==> src/rtl/core/efc_pkg.sv <==
// shared types, codes and lookup functions of the frame classifier
// no dependencies; used by every module of the block
package efc_pkg;

  localparam int MAX_CAPTURE_DEF = 2048;
  localparam int QUEUE_DEPTH = 4;
  localparam int QPTR_W = $clog2(QUEUE_DEPTH);

  localparam logic [1:0] REG_TIME_LEN = 2'd0;
  localparam logic [1:0] REG_COUNT_LEN = 2'd1;
  localparam logic [1:0] REG_CAPTURE_LEN = 2'd2;

  localparam logic [4:0] TIME_LEN_RST = 5'd4;
  localparam logic [4:0] COUNT_LEN_RST = 5'd2;
  localparam logic [10:0] CAPTURE_LEN_RST = 11'd64;

  localparam logic [4:0] CODE_TIME = 5'd0;
  localparam logic [4:0] CODE_SIZE = 5'd1;
  localparam logic [4:0] CODE_ETH_SRC = 5'd2;
  localparam logic [4:0] CODE_ETH_DEST = 5'd3;
  localparam logic [4:0] CODE_ETH_HDR = 5'd4;
  localparam logic [4:0] CODE_ETHERTYPE = 5'd5;
  localparam logic [4:0] CODE_IP = 5'd6;
  localparam logic [4:0] CODE_DDP = 5'd7;
  localparam logic [4:0] CODE_XEROX = 5'd8;
  localparam logic [4:0] CODE_ARP = 5'd9;
  localparam logic [4:0] CODE_MOP = 5'd10;
  localparam logic [4:0] CODE_DECNET = 5'd11;
  localparam logic [4:0] CODE_LAT = 5'd12;
  localparam logic [4:0] CODE_LAVC = 5'd13;
  localparam logic [4:0] CODE_BRIDGE = 5'd14;
  localparam logic [4:0] CODE_UNKNOWN_NET = 5'd15;
  localparam logic [4:0] CODE_LLC_HDR = 5'd16;
  localparam logic [4:0] CODE_LLC_SRC = 5'd17;
  localparam logic [4:0] CODE_LLC_DEST = 5'd18;
  localparam logic [4:0] CODE_SNAP = 5'd19;
  localparam logic [4:0] CODE_SNAP_ORG = 5'd20;
  localparam logic [4:0] CODE_DSAP = 5'd21;
  localparam logic [4:0] CODE_LLC_UNKNOWN = 5'd22;

  localparam logic [15:0] MAX_LENGTH_FIELD = 16'd1500;
  localparam logic [15:0] ETYPE_IP = 16'h0800;
  localparam logic [15:0] ETYPE_DDP = 16'h809B;
  localparam logic [15:0] ETYPE_XEROX = 16'h9000;
  localparam logic [15:0] ETYPE_ARP = 16'h0806;
  localparam logic [15:0] ETYPE_AARP = 16'h80F3;
  localparam logic [15:0] ETYPE_MOP = 16'h6002;
  localparam logic [15:0] ETYPE_DECNET = 16'h6003;
  localparam logic [15:0] ETYPE_LAT = 16'h6004;
  localparam logic [15:0] ETYPE_LAVC = 16'h6007;
  localparam logic [15:0] ETYPE_BRIDGE = 16'h8038;
  localparam logic [15:0] LLC_SNAP = 16'hAAAA;
  localparam logic [15:0] LLC_DSAP = 16'hFFFF;

  typedef enum logic [1:0] {
    KIND_ETH,
    KIND_SNAP,
    KIND_DSAP,
    KIND_UNKNOWN
  } frame_kind_t;

  typedef enum logic [3:0] {
    STEP_TIME,
    STEP_SIZE,
    STEP_SRC,
    STEP_DEST,
    STEP_HDR,
    STEP_ETYPE,
    STEP_NEST,
    STEP_LLC_HDR,
    STEP_LLC_SRC,
    STEP_LLC_DEST,
    STEP_SNAP,
    STEP_SNAP_ORG,
    STEP_DSAP,
    STEP_LLC_UNK
  } step_t;

  typedef struct packed {
    logic [4:0] time_len;
    logic [4:0] count_len;
    logic [5:0] hdr;
    logic cap_nz;
    frame_kind_t kind;
    logic [11:0] eoff;
    logic nest_valid;
    logic [4:0] nest_code;
    logic [10:0] nest_len;
    logic [10:0] dsap_len;
  } rec_t;

  typedef struct packed {
    logic push;
    logic pop;
    logic full;
    logic empty;
  } queue_ctl_t;

  function automatic logic [4:0] etype_code(input logic [15:0] t);
    logic [4:0] c;
    c = CODE_UNKNOWN_NET;
    if (t == ETYPE_IP) c = CODE_IP;
    else if (t == ETYPE_DDP) c = CODE_DDP;
    else if (t == ETYPE_XEROX) c = CODE_XEROX;
    else if (t == ETYPE_ARP || t == ETYPE_AARP) c = CODE_ARP;
    else if (t == ETYPE_MOP) c = CODE_MOP;
    else if (t == ETYPE_DECNET) c = CODE_DECNET;
    else if (t == ETYPE_LAT) c = CODE_LAT;
    else if (t == ETYPE_LAVC) c = CODE_LAVC;
    else if (t == ETYPE_BRIDGE) c = CODE_BRIDGE;
    return c;
  endfunction

  function automatic logic [10:0] nest_length(input logic [4:0] code, input logic [10:0] rest);
    logic [10:0] l;
    l = rest;
    if (code == CODE_IP && rest > 11'd20) l = 11'd20;
    else if (code == CODE_DDP && rest > 11'd13) l = 11'd13;
    else if (code == CODE_ARP && rest > 11'd28) l = 11'd28;
    return l;
  endfunction

endpackage

==> src/rtl/core/efc_front.sv <==
// front end: config registers, record byte counter, header word capture and classify
// depends on efc_pkg
module efc_front #(
  parameter int MAX_CAPTURE = efc_pkg::MAX_CAPTURE_DEF
) (
  input  logic               clk,
  input  logic               rst,
  input  logic               cfg_write,
  input  logic [1:0]         cfg_index,
  input  logic [10:0]        cfg_data,
  input  logic               byte_valid,
  output logic               byte_ready,
  input  logic [7:0]         data_byte,
  input  logic               q_full,
  output logic               q_push,
  output efc_pkg::rec_t      q_data
);

  logic [4:0] time_len;
  logic [4:0] count_len;
  logic [10:0] capture_len;
  logic [11:0] pos;
  logic [15:0] tlw;
  logic [15:0] llc;
  logic [15:0] snap;

  logic [10:0] cap;
  logic [5:0] hdr;
  logic [11:0] reclen;
  logic ends;
  logic take;
  logic [11:0] f;
  logic in_frame;
  logic [15:0] tlw_next;
  logic [15:0] llc_next;
  logic [15:0] snap_next;
  logic is_eth;
  logic is_snap;
  logic [15:0] etype;
  logic [10:0] rest;
  logic [4:0] ncode;

  assign cap = (32'(capture_len) > MAX_CAPTURE) ? 11'(MAX_CAPTURE) : capture_len;
  assign hdr = {1'b0, time_len} + {1'b0, count_len};
  assign reclen = {6'b0, hdr} + {1'b0, cap};
  assign ends = ({1'b0, pos} + 13'd1) >= {1'b0, reclen};
  assign byte_ready = !(ends && q_full);
  assign take = byte_valid && byte_ready;
  assign in_frame = pos >= {6'b0, hdr};
  assign f = pos - {6'b0, hdr};

  always_comb begin
    tlw_next = tlw;
    llc_next = llc;
    snap_next = snap;
    if (in_frame) begin
      case (f)
        12'd12: tlw_next = {data_byte, tlw[7:0]};
        12'd13: tlw_next = {tlw[15:8], data_byte};
        12'd14: llc_next = {data_byte, llc[7:0]};
        12'd15: llc_next = {llc[15:8], data_byte};
        12'd20: snap_next = {data_byte, snap[7:0]};
        12'd21: snap_next = {snap[15:8], data_byte};
        default: ;
      endcase
    end
  end

  assign is_eth = tlw_next > efc_pkg::MAX_LENGTH_FIELD;
  assign is_snap = !is_eth && llc_next == efc_pkg::LLC_SNAP && cap >= 11'd19;
  assign etype = is_eth ? tlw_next : snap_next;
  assign rest = is_eth ? cap - 11'd14 : cap - 11'd22;
  assign ncode = efc_pkg::etype_code(etype);

  always_comb begin
    q_data.time_len = time_len;
    q_data.count_len = count_len;
    q_data.hdr = hdr;
    q_data.cap_nz = cap != 11'd0;
    if (is_eth) q_data.kind = efc_pkg::KIND_ETH;
    else if (is_snap) q_data.kind = efc_pkg::KIND_SNAP;
    else if (llc_next == efc_pkg::LLC_DSAP) q_data.kind = efc_pkg::KIND_DSAP;
    else q_data.kind = efc_pkg::KIND_UNKNOWN;
    q_data.eoff = {6'b0, hdr} + (is_eth ? 12'd12 : 12'd20);
    q_data.nest_valid = is_eth ? (cap >= 11'd14) : (cap >= 11'd22);
    q_data.nest_code = ncode;
    q_data.nest_len = efc_pkg::nest_length(ncode, rest);
    q_data.dsap_len = (cap >= 11'd17) ? cap - 11'd17 : 11'd0;
  end

  assign q_push = take && ends;

  always_ff @(posedge clk) begin
    if (rst) begin
      time_len <= efc_pkg::TIME_LEN_RST;
      count_len <= efc_pkg::COUNT_LEN_RST;
      capture_len <= efc_pkg::CAPTURE_LEN_RST;
    end else if (cfg_write) begin
      case (cfg_index)
        efc_pkg::REG_TIME_LEN: time_len <= cfg_data[4:0];
        efc_pkg::REG_COUNT_LEN: count_len <= cfg_data[4:0];
        efc_pkg::REG_CAPTURE_LEN: capture_len <= cfg_data;
        default: ;
      endcase
    end
  end

  always_ff @(posedge clk) begin
    if (rst) begin
      pos <= '0;
      tlw <= '0;
      llc <= '0;
      snap <= '0;
    end else if (take) begin
      if (ends) begin
        pos <= '0;
        tlw <= '0;
        llc <= '0;
        snap <= '0;
      end else begin
        pos <= pos + 12'd1;
        tlw <= tlw_next;
        llc <= llc_next;
        snap <= snap_next;
      end
    end
  end

endmodule

==> src/rtl/core/efc_queue.sv <==
// short record queue between the front and the back end
// depends on efc_pkg
module efc_queue (
  input  logic                clk,
  input  logic                rst,
  input  efc_pkg::queue_ctl_t ctl_in,
  output efc_pkg::queue_ctl_t ctl_out,
  input  efc_pkg::rec_t       wr_data,
  output efc_pkg::rec_t       rd_data
);

  efc_pkg::rec_t entries [efc_pkg::QUEUE_DEPTH];
  logic [efc_pkg::QPTR_W-1:0] wr_ptr;
  logic [efc_pkg::QPTR_W-1:0] rd_ptr;
  logic [efc_pkg::QPTR_W:0] count;
  logic do_push;
  logic do_pop;

  localparam logic [efc_pkg::QPTR_W-1:0] LAST_PTR = efc_pkg::QPTR_W'(efc_pkg::QUEUE_DEPTH - 1);
  localparam logic [efc_pkg::QPTR_W:0] FULL_COUNT = (efc_pkg::QPTR_W + 1)'(efc_pkg::QUEUE_DEPTH);

  assign ctl_out.full = count == FULL_COUNT;
  assign ctl_out.empty = count == '0;
  assign ctl_out.push = do_push;
  assign ctl_out.pop = do_pop;
  assign do_push = ctl_in.push && !ctl_out.full;
  assign do_pop = ctl_in.pop && !ctl_out.empty;
  assign rd_data = entries[rd_ptr];

  always_ff @(posedge clk) begin
    if (do_push) begin
      entries[wr_ptr] <= wr_data;
    end
  end

  always_ff @(posedge clk) begin
    if (rst) begin
      wr_ptr <= '0;
      rd_ptr <= '0;
      count <= '0;
    end else begin
      if (do_push) wr_ptr <= (wr_ptr == LAST_PTR) ? '0 : wr_ptr + 1'b1;
      if (do_pop) rd_ptr <= (rd_ptr == LAST_PTR) ? '0 : rd_ptr + 1'b1;
      if (do_push && !do_pop) count <= count + 1'b1;
      else if (do_pop && !do_push) count <= count - 1'b1;
    end
  end

endmodule

==> src/rtl/core/efc_back.sv <==
// back end: walks one queued record through its feature list into an output register
// depends on efc_pkg
module efc_back (
  input  logic           clk,
  input  logic           rst,
  input  logic           q_empty,
  output logic           q_pop,
  input  efc_pkg::rec_t  q_head,
  output logic           feature_valid,
  input  logic           feature_ready,
  output logic [4:0]     feature_code,
  output logic [11:0]    field_offset,
  output logic [10:0]    field_length,
  output logic           last_feature
);

  efc_pkg::rec_t rec;
  efc_pkg::step_t cur;
  efc_pkg::step_t step_next;
  logic busy;
  logic adv;
  logic load;
  logic [4:0] s_code;
  logic [11:0] s_off;
  logic [10:0] s_len;
  logic s_last;
  logic [11:0] hdr12;

  assign hdr12 = {6'b0, rec.hdr};
  assign adv = !feature_valid || feature_ready;
  assign load = !q_empty && (!busy || (adv && s_last));
  assign q_pop = load;

  always_comb begin
    step_next = cur;
    case (cur)
      efc_pkg::STEP_TIME: step_next = efc_pkg::STEP_SIZE;
      efc_pkg::STEP_SIZE: step_next = efc_pkg::STEP_SRC;
      efc_pkg::STEP_SRC: step_next = efc_pkg::STEP_DEST;
      efc_pkg::STEP_DEST: step_next = efc_pkg::STEP_HDR;
      efc_pkg::STEP_HDR:
        step_next = (rec.kind == efc_pkg::KIND_ETH) ? efc_pkg::STEP_ETYPE
                                                    : efc_pkg::STEP_LLC_HDR;
      efc_pkg::STEP_ETYPE: step_next = efc_pkg::STEP_NEST;
      efc_pkg::STEP_LLC_HDR: step_next = efc_pkg::STEP_LLC_SRC;
      efc_pkg::STEP_LLC_SRC: step_next = efc_pkg::STEP_LLC_DEST;
      efc_pkg::STEP_LLC_DEST: begin
        case (rec.kind)
          efc_pkg::KIND_SNAP: step_next = efc_pkg::STEP_SNAP;
          efc_pkg::KIND_DSAP: step_next = efc_pkg::STEP_DSAP;
          default: step_next = efc_pkg::STEP_LLC_UNK;
        endcase
      end
      efc_pkg::STEP_SNAP: step_next = efc_pkg::STEP_SNAP_ORG;
      efc_pkg::STEP_SNAP_ORG: step_next = efc_pkg::STEP_ETYPE;
      default: step_next = efc_pkg::STEP_TIME;
    endcase
  end

  always_comb begin
    s_code = efc_pkg::CODE_TIME;
    s_off = '0;
    s_len = '0;
    s_last = 1'b0;
    case (cur)
      efc_pkg::STEP_TIME: begin
        s_len = {6'b0, rec.time_len};
      end
      efc_pkg::STEP_SIZE: begin
        s_code = efc_pkg::CODE_SIZE;
        s_off = {7'b0, rec.time_len};
        s_len = {6'b0, rec.count_len};
        s_last = !rec.cap_nz;
      end
      efc_pkg::STEP_SRC: begin
        s_code = efc_pkg::CODE_ETH_SRC;
        s_off = hdr12 + 12'd6;
        s_len = 11'd6;
      end
      efc_pkg::STEP_DEST: begin
        s_code = efc_pkg::CODE_ETH_DEST;
        s_off = hdr12;
        s_len = 11'd6;
      end
      efc_pkg::STEP_HDR: begin
        s_code = efc_pkg::CODE_ETH_HDR;
        s_off = hdr12;
        s_len = 11'd12;
      end
      efc_pkg::STEP_ETYPE: begin
        s_code = efc_pkg::CODE_ETHERTYPE;
        s_off = rec.eoff;
        s_len = 11'd2;
        s_last = !rec.nest_valid;
      end
      efc_pkg::STEP_NEST: begin
        s_code = rec.nest_code;
        s_off = rec.eoff + 12'd2;
        s_len = rec.nest_len;
        s_last = 1'b1;
      end
      efc_pkg::STEP_LLC_HDR: begin
        s_code = efc_pkg::CODE_LLC_HDR;
        s_off = hdr12 + 12'd14;
        s_len = 11'd3;
      end
      efc_pkg::STEP_LLC_SRC: begin
        s_code = efc_pkg::CODE_LLC_SRC;
        s_off = hdr12 + 12'd14;
        s_len = 11'd1;
      end
      efc_pkg::STEP_LLC_DEST: begin
        s_code = efc_pkg::CODE_LLC_DEST;
        s_off = hdr12 + 12'd15;
        s_len = 11'd1;
      end
      efc_pkg::STEP_SNAP: begin
        s_code = efc_pkg::CODE_SNAP;
        s_off = hdr12 + 12'd17;
        s_len = 11'd5;
      end
      efc_pkg::STEP_SNAP_ORG: begin
        s_code = efc_pkg::CODE_SNAP_ORG;
        s_off = hdr12 + 12'd17;
        s_len = 11'd3;
      end
      efc_pkg::STEP_DSAP: begin
        s_code = efc_pkg::CODE_DSAP;
        s_off = hdr12 + 12'd17;
        s_len = rec.dsap_len;
        s_last = 1'b1;
      end
      efc_pkg::STEP_LLC_UNK: begin
        s_code = efc_pkg::CODE_LLC_UNKNOWN;
        s_off = hdr12 + 12'd14;
        s_len = 11'd3;
        s_last = 1'b1;
      end
      default: ;
    endcase
  end

  always_ff @(posedge clk) begin
    if (rst) begin
      busy <= 1'b0;
      cur <= efc_pkg::STEP_TIME;
      feature_valid <= 1'b0;
    end else begin
      if (adv) feature_valid <= busy;
      if (load) begin
        busy <= 1'b1;
        cur <= efc_pkg::STEP_TIME;
      end else if (busy && adv) begin
        cur <= step_next;
        if (s_last) busy <= 1'b0;
      end
    end
  end

  always_ff @(posedge clk) begin
    if (load) rec <= q_head;
    if (busy && adv) begin
      feature_code <= s_code;
      field_offset <= s_off;
      field_length <= s_len;
      last_feature <= s_last;
    end
  end

endmodule

==> src/rtl/core/ethernet_frame_classifier.sv <==
// ethernet frame classifier top: a byte per cycle in, a feature per cycle out, if not stalled
// a record's features pass queue, record register and output register; bursts of 2 to 12
// a queue of 4 records holds finished records; bytes stall only when a record ends with it full
// reset: position, header words, queue and output valid clear; registers load 4, 2 and 64
// depends on efc_pkg, efc_front, efc_queue, efc_back
module ethernet_frame_classifier #(
  parameter int MAX_CAPTURE = efc_pkg::MAX_CAPTURE_DEF
) (
  input  logic         clk,
  input  logic         rst,
  input  logic         cfg_write,
  input  logic [1:0]   cfg_index,
  input  logic [10:0]  cfg_data,
  input  logic         byte_valid,
  output logic         byte_ready,
  input  logic [7:0]   data_byte,
  output logic         feature_valid,
  input  logic         feature_ready,
  output logic [4:0]   feature_code,
  output logic [11:0]  field_offset,
  output logic [10:0]  field_length,
  output logic         last_feature
);

  efc_pkg::queue_ctl_t q_req;
  efc_pkg::queue_ctl_t q_stat;
  efc_pkg::rec_t q_wr;
  efc_pkg::rec_t q_rd;
  logic push;
  logic pop;

  assign q_req.push = push;
  assign q_req.pop = pop;
  assign q_req.full = 1'b0;
  assign q_req.empty = 1'b0;

  efc_front #(
    .MAX_CAPTURE(MAX_CAPTURE)
  ) u_front (
    .clk(clk),
    .rst(rst),
    .cfg_write(cfg_write),
    .cfg_index(cfg_index),
    .cfg_data(cfg_data),
    .byte_valid(byte_valid),
    .byte_ready(byte_ready),
    .data_byte(data_byte),
    .q_full(q_stat.full),
    .q_push(push),
    .q_data(q_wr)
  );

  efc_queue u_queue (
    .clk(clk),
    .rst(rst),
    .ctl_in(q_req),
    .ctl_out(q_stat),
    .wr_data(q_wr),
    .rd_data(q_rd)
  );

  efc_back u_back (
    .clk(clk),
    .rst(rst),
    .q_empty(q_stat.empty),
    .q_pop(pop),
    .q_head(q_rd),
    .feature_valid(feature_valid),
    .feature_ready(feature_ready),
    .feature_code(feature_code),
    .field_offset(field_offset),
    .field_length(field_length),
    .last_feature(last_feature)
  );

endmodule

==> config.mk <==
export PLATFORM = sky130hd
export DESIGN_NAME = ethernet_frame_classifier
export DESIGN_NICKNAME = d
export VERILOG_FILES = /design/src/rtl/core/efc_pkg.sv /design/src/rtl/core/efc_front.sv /design/src/rtl/core/efc_queue.sv /design/src/rtl/core/efc_back.sv /design/src/rtl/core/ethernet_frame_classifier.sv
export SDC_FILE = /design/constraint.sdc
export NUM_CORES = 1
export LEC_CHECK = 0
export BUFFER_PORTS_ARGS = -buffer_cell sky130_fd_sc_hd__buf_2
export CORE_ASPECT_RATIO = 0.9
export CORE_MARGIN = 3
export CORE_UTILIZATION = 45
export DETAILED_ROUTE_END_ITERATION = 8
export HOLD_SLACK_MARGIN = 0.12
export PLACE_DENSITY = 0.63
export REMOVE_ABC_BUFFERS = 1
export SLEW_MARGIN = 20
export SYNTH_ARGS = -nofsm -noshare
export SYNTH_HDL_FRONTEND = slang
export SYNTH_SLANG_ARGS = --single-unit
==> constraint.sdc <==
create_clock -name clk -period 8.3 [get_ports clk]
set_input_delay 0.415 -clock clk [delete_from_list [all_inputs] [get_ports clk]]
set_output_delay 0.415 -clock clk [all_outputs]
set_load 0.05 [all_outputs]
==> flow_summary.toml <==
[synth]
synthFlopType = "edfxtp_1"
synth_cell_types = 88
synth_area_leaders = "edfxtp_1 (45%), dfxtp_1 (10%), mux4_2 (6.2%)"
synth_commonest_cells = "edfxtp_1 (280), nor2_1 (112), nand2_1 (95)"
yosysMostFrequentCell = "edfxtp_1"
synth_edf_count = 280
synth_top_area_share = 0.4520
async_flop_share = 0
ys_seq_area_frac = 0.5531
synth.ff_latch_count = 374
netlist_instances = 1547
netlist.top_cell.by_area = "edfxtp_1"
syn-cell-area_um2 = 18600
synth.avg_cell_area_um2 = 12.03
synth_warnings = 0

[setup_path]
cpMostUsedCell = "inv_1"
path_max_fanout = 20
cp_slowest_stage_delay_ps = 630
reg2reg_slack_ps = 510
arrival_ps = 8160
path_cells = "ha_1, inv_1, fa_1, xnor2_1, inv_1, ha_1, a21oi_1, a31oi_2, o311ai_4, a21boi_1, nor3b_2, o2111a_1, mux2_2, o41a_1, inv_1, o31ai_1, a32o_1, a222oi_1, clkbuf_2, nor2b_1"
crit_type = "flip-flop to flip-flop"
slowest_stage = "o41a_1"
r2r-end = "u_queue.entries[3][17]"
endpoint_kind = "flip-flop"
r2r_cells = 20
critical_path.startpoint_type = "flip-flop"
reg2reg_from = "u_front.count_len[0]"
worst_ep_required_time_ps = 8670

[routing]
post_drt_wl_per_cell_um = 21.44
final_antenna_net_count = 0
vias_per_cell = 5.913
routed_wl_um = 46220
vias = 12748
drtIter0Drc = 1343
dr.pass1.iters = 5
post-route-drc-count = 0

[cts]
clkLatencyLatePin_ps = 560
clk_path_buf_depth = 3
path_clk_slew_ps = 70
cts_inserted_buffers = 40
cts_root_buffer = "clkbuf_16"
tritoncts = "built"
cts_sinks = 374
htreeDepth = 2

[layout]
syn_to_final_growth_pct = 11.99
drive_gt1_frac = 0.1374
diodes = 0
finalNetCount = 1673

[floorplan]
core_um2 = 40730
core.rowCount = 70
start_util = 0.4568
dieHeight_um = 198.9
io_pins = 57
dieWidth_um = 220.3
die_area_um2 = 43820

[pwr]
peakVddDrop_mv = 0.2324
p_leak_uw = 0.007328
power_density_nw_per_um2 = 257.3

[timing]
worst_pin_slew_ps = 1107
fin_crit_sh = 0.9383
rsz0062_at_grt = "no"
timing.setup.tns_ps = 0
max_freq_mhz = 128.4
finalCriticalPeriod_ps = 7788
maxSlewViolCount = 0
setup_viol = 0
slew_headroom = 0.2566
hold_viol = 0
clock_skew_ps = 13.57
whs_ps = 157.7

[placed_design]
dpl.hpwl_um = 31980
gp_congestion = 0.9533
port_buffers = 52

[worst_hold_path]
hp-start = "cfg_data[1]"
hp-class = "input pin to flip-flop"
hold_end = "u_front.time_len[1]"
min_path_cells = 3

[flow_run]
drv_cap = 0

[grt]
grtUsageTotal = 0.2136
grt-ovfl-total = 0
antenna_found_initial = 1
grt_pass1_wl_um = 72180
first_global_vias = 12469
grt_max_degree = 55

[outcome]
status = "finished, final reports clean"
## layout make-up
class / count / area (um2)
well taps: 540 / 675.6
fillers: 3509 / 19890
clock inverters: 17 / 201.4
inverters: 78 / 292.8
clock buffers: 56 / 1169
repair buffers: 80 / 490.5
flip-flops and latches: 374 / 10300
multi-input cells: 1011 / 7707
## metal layers
| metal | part of all wire | vias to the layer above | GRT usage |
|---|---|---|---|
| met2 | 0.47 | 394 | 0.3456 |
| met3 | 0.052 | 89 | 0.03116 |
| met1 | 0.45 | 6295 | 0.2920 |
| met4 | 0.036 | 0 | 0.08512 |
| met5 | 0 | - | 0 |
| li1 | - | 5970 | - |
## stage by stage
| step | area [um2] | cells | power [uW] | util | setup WS, ps |
|---|---|---|---|---|---|
| CTS | 20830 | 2155 | 5423 | 0.5114 | 406.5 |
| global placement | 19360 | 2073 | 3553 | 0.4755 | 737.8 |
| detailed placement | 19370 | 2073 | 3574 | 0.4756 | 450.2 |
| floorplan | 18260 | 1463 | 3242 | - | 1857 |
| global route | 20830 | 2156 | 5607 | 0.5116 | 51.51 |
| finish | 20830 | 2156 | 5361 | 0.5116 | 512.2 |
## power breakdown
part           total [uW]  internal (uW)  switching [uW]
logic                1080            389             691
clock network        1830           1090             744
registers            2450           2300             155
## cell families after synthesis
| family | count (synthesis) | synth area share |
|---|---|---|
| xor+xnor | 55 | 0.02811 |
| buf+inv | 165 | 0.03497 |
| mux | 96 | 0.08656 |
| other cells | 1 | 0.0002016 |
| flops | 374 | 0.5531 |
| simple gates | 445 | 0.1214 |
| compound gates | 348 | 0.1309 |
| fa+ha+maj | 63 | 0.04473 |
## placed cells by master (no fill, tap or decap), drive strengths merged, types with 12 or more instances in the layout
cell type  instances
buf               70
a21oi             73
nor4              16
a22oi             13
xnor2             30
dfxtp             94
mux2i             39
nor2b             21
o2bb2ai           12
o21ai             48
nand3             39
ha                56
mux4              51
clkinv            12
inv               79
a21o              21
xor2              22
nor3              36
and3              16
o22ai             45
nor2             113
clkbuf            57
nand2             96
edfxtp           280
nand2b            19
a22o              20
nand4             19
and2              23
o211ai            13
a31oi             16
## sequential cells by signal, summed over array words and instances, names as in the netlist, 11 cells and up
signal / flops
u_front.tlw: 16
u_front.llc: 16
u_queue.entries: 204
u_front.pos: 12
u_back.rec: 45
u_back.field_length: 11
u_front.snap: 16
u_front.cap: 11
## repair_timing
action	4_1_cts	5_1_grt
hold endpoints to repair	15	0
buffers inserted	0	0
hold buffers	9	0
endpoints found under the setup margin	0	0
gates resized for setup	0	0
## critical path: cells and delay by family (launching register included)
kind | cells | cell delay (ps)
DFF | 1 | 420
adders and majority gates | 3 | 1040
and+or+nand+nor | 2 | 630
muxes | 1 | 440
AOI/OAI and AO/OA | 9 | 3390
xor gates and xnor gates | 1 | 490
buffers and inverters | 4 | 1180
## worst max path at each step
stage,end,slack (ps),start
after floorplan,u_queue.entries[0][16],1860,u_front.count_len[0]
after global placement,u_queue.entries[2][17],740,u_front.time_len[0]
after detailed placement,u_queue.entries[1][16],450,u_front.count_len[0]
after CTS,u_queue.entries[3][16],410,u_front.count_len[0]
after global routing,u_queue.entries[3][16],50,u_front.time_len[0]
final,u_queue.entries[3][17],510,u_front.count_len[0]
Power figures use the tool's default switching activity.
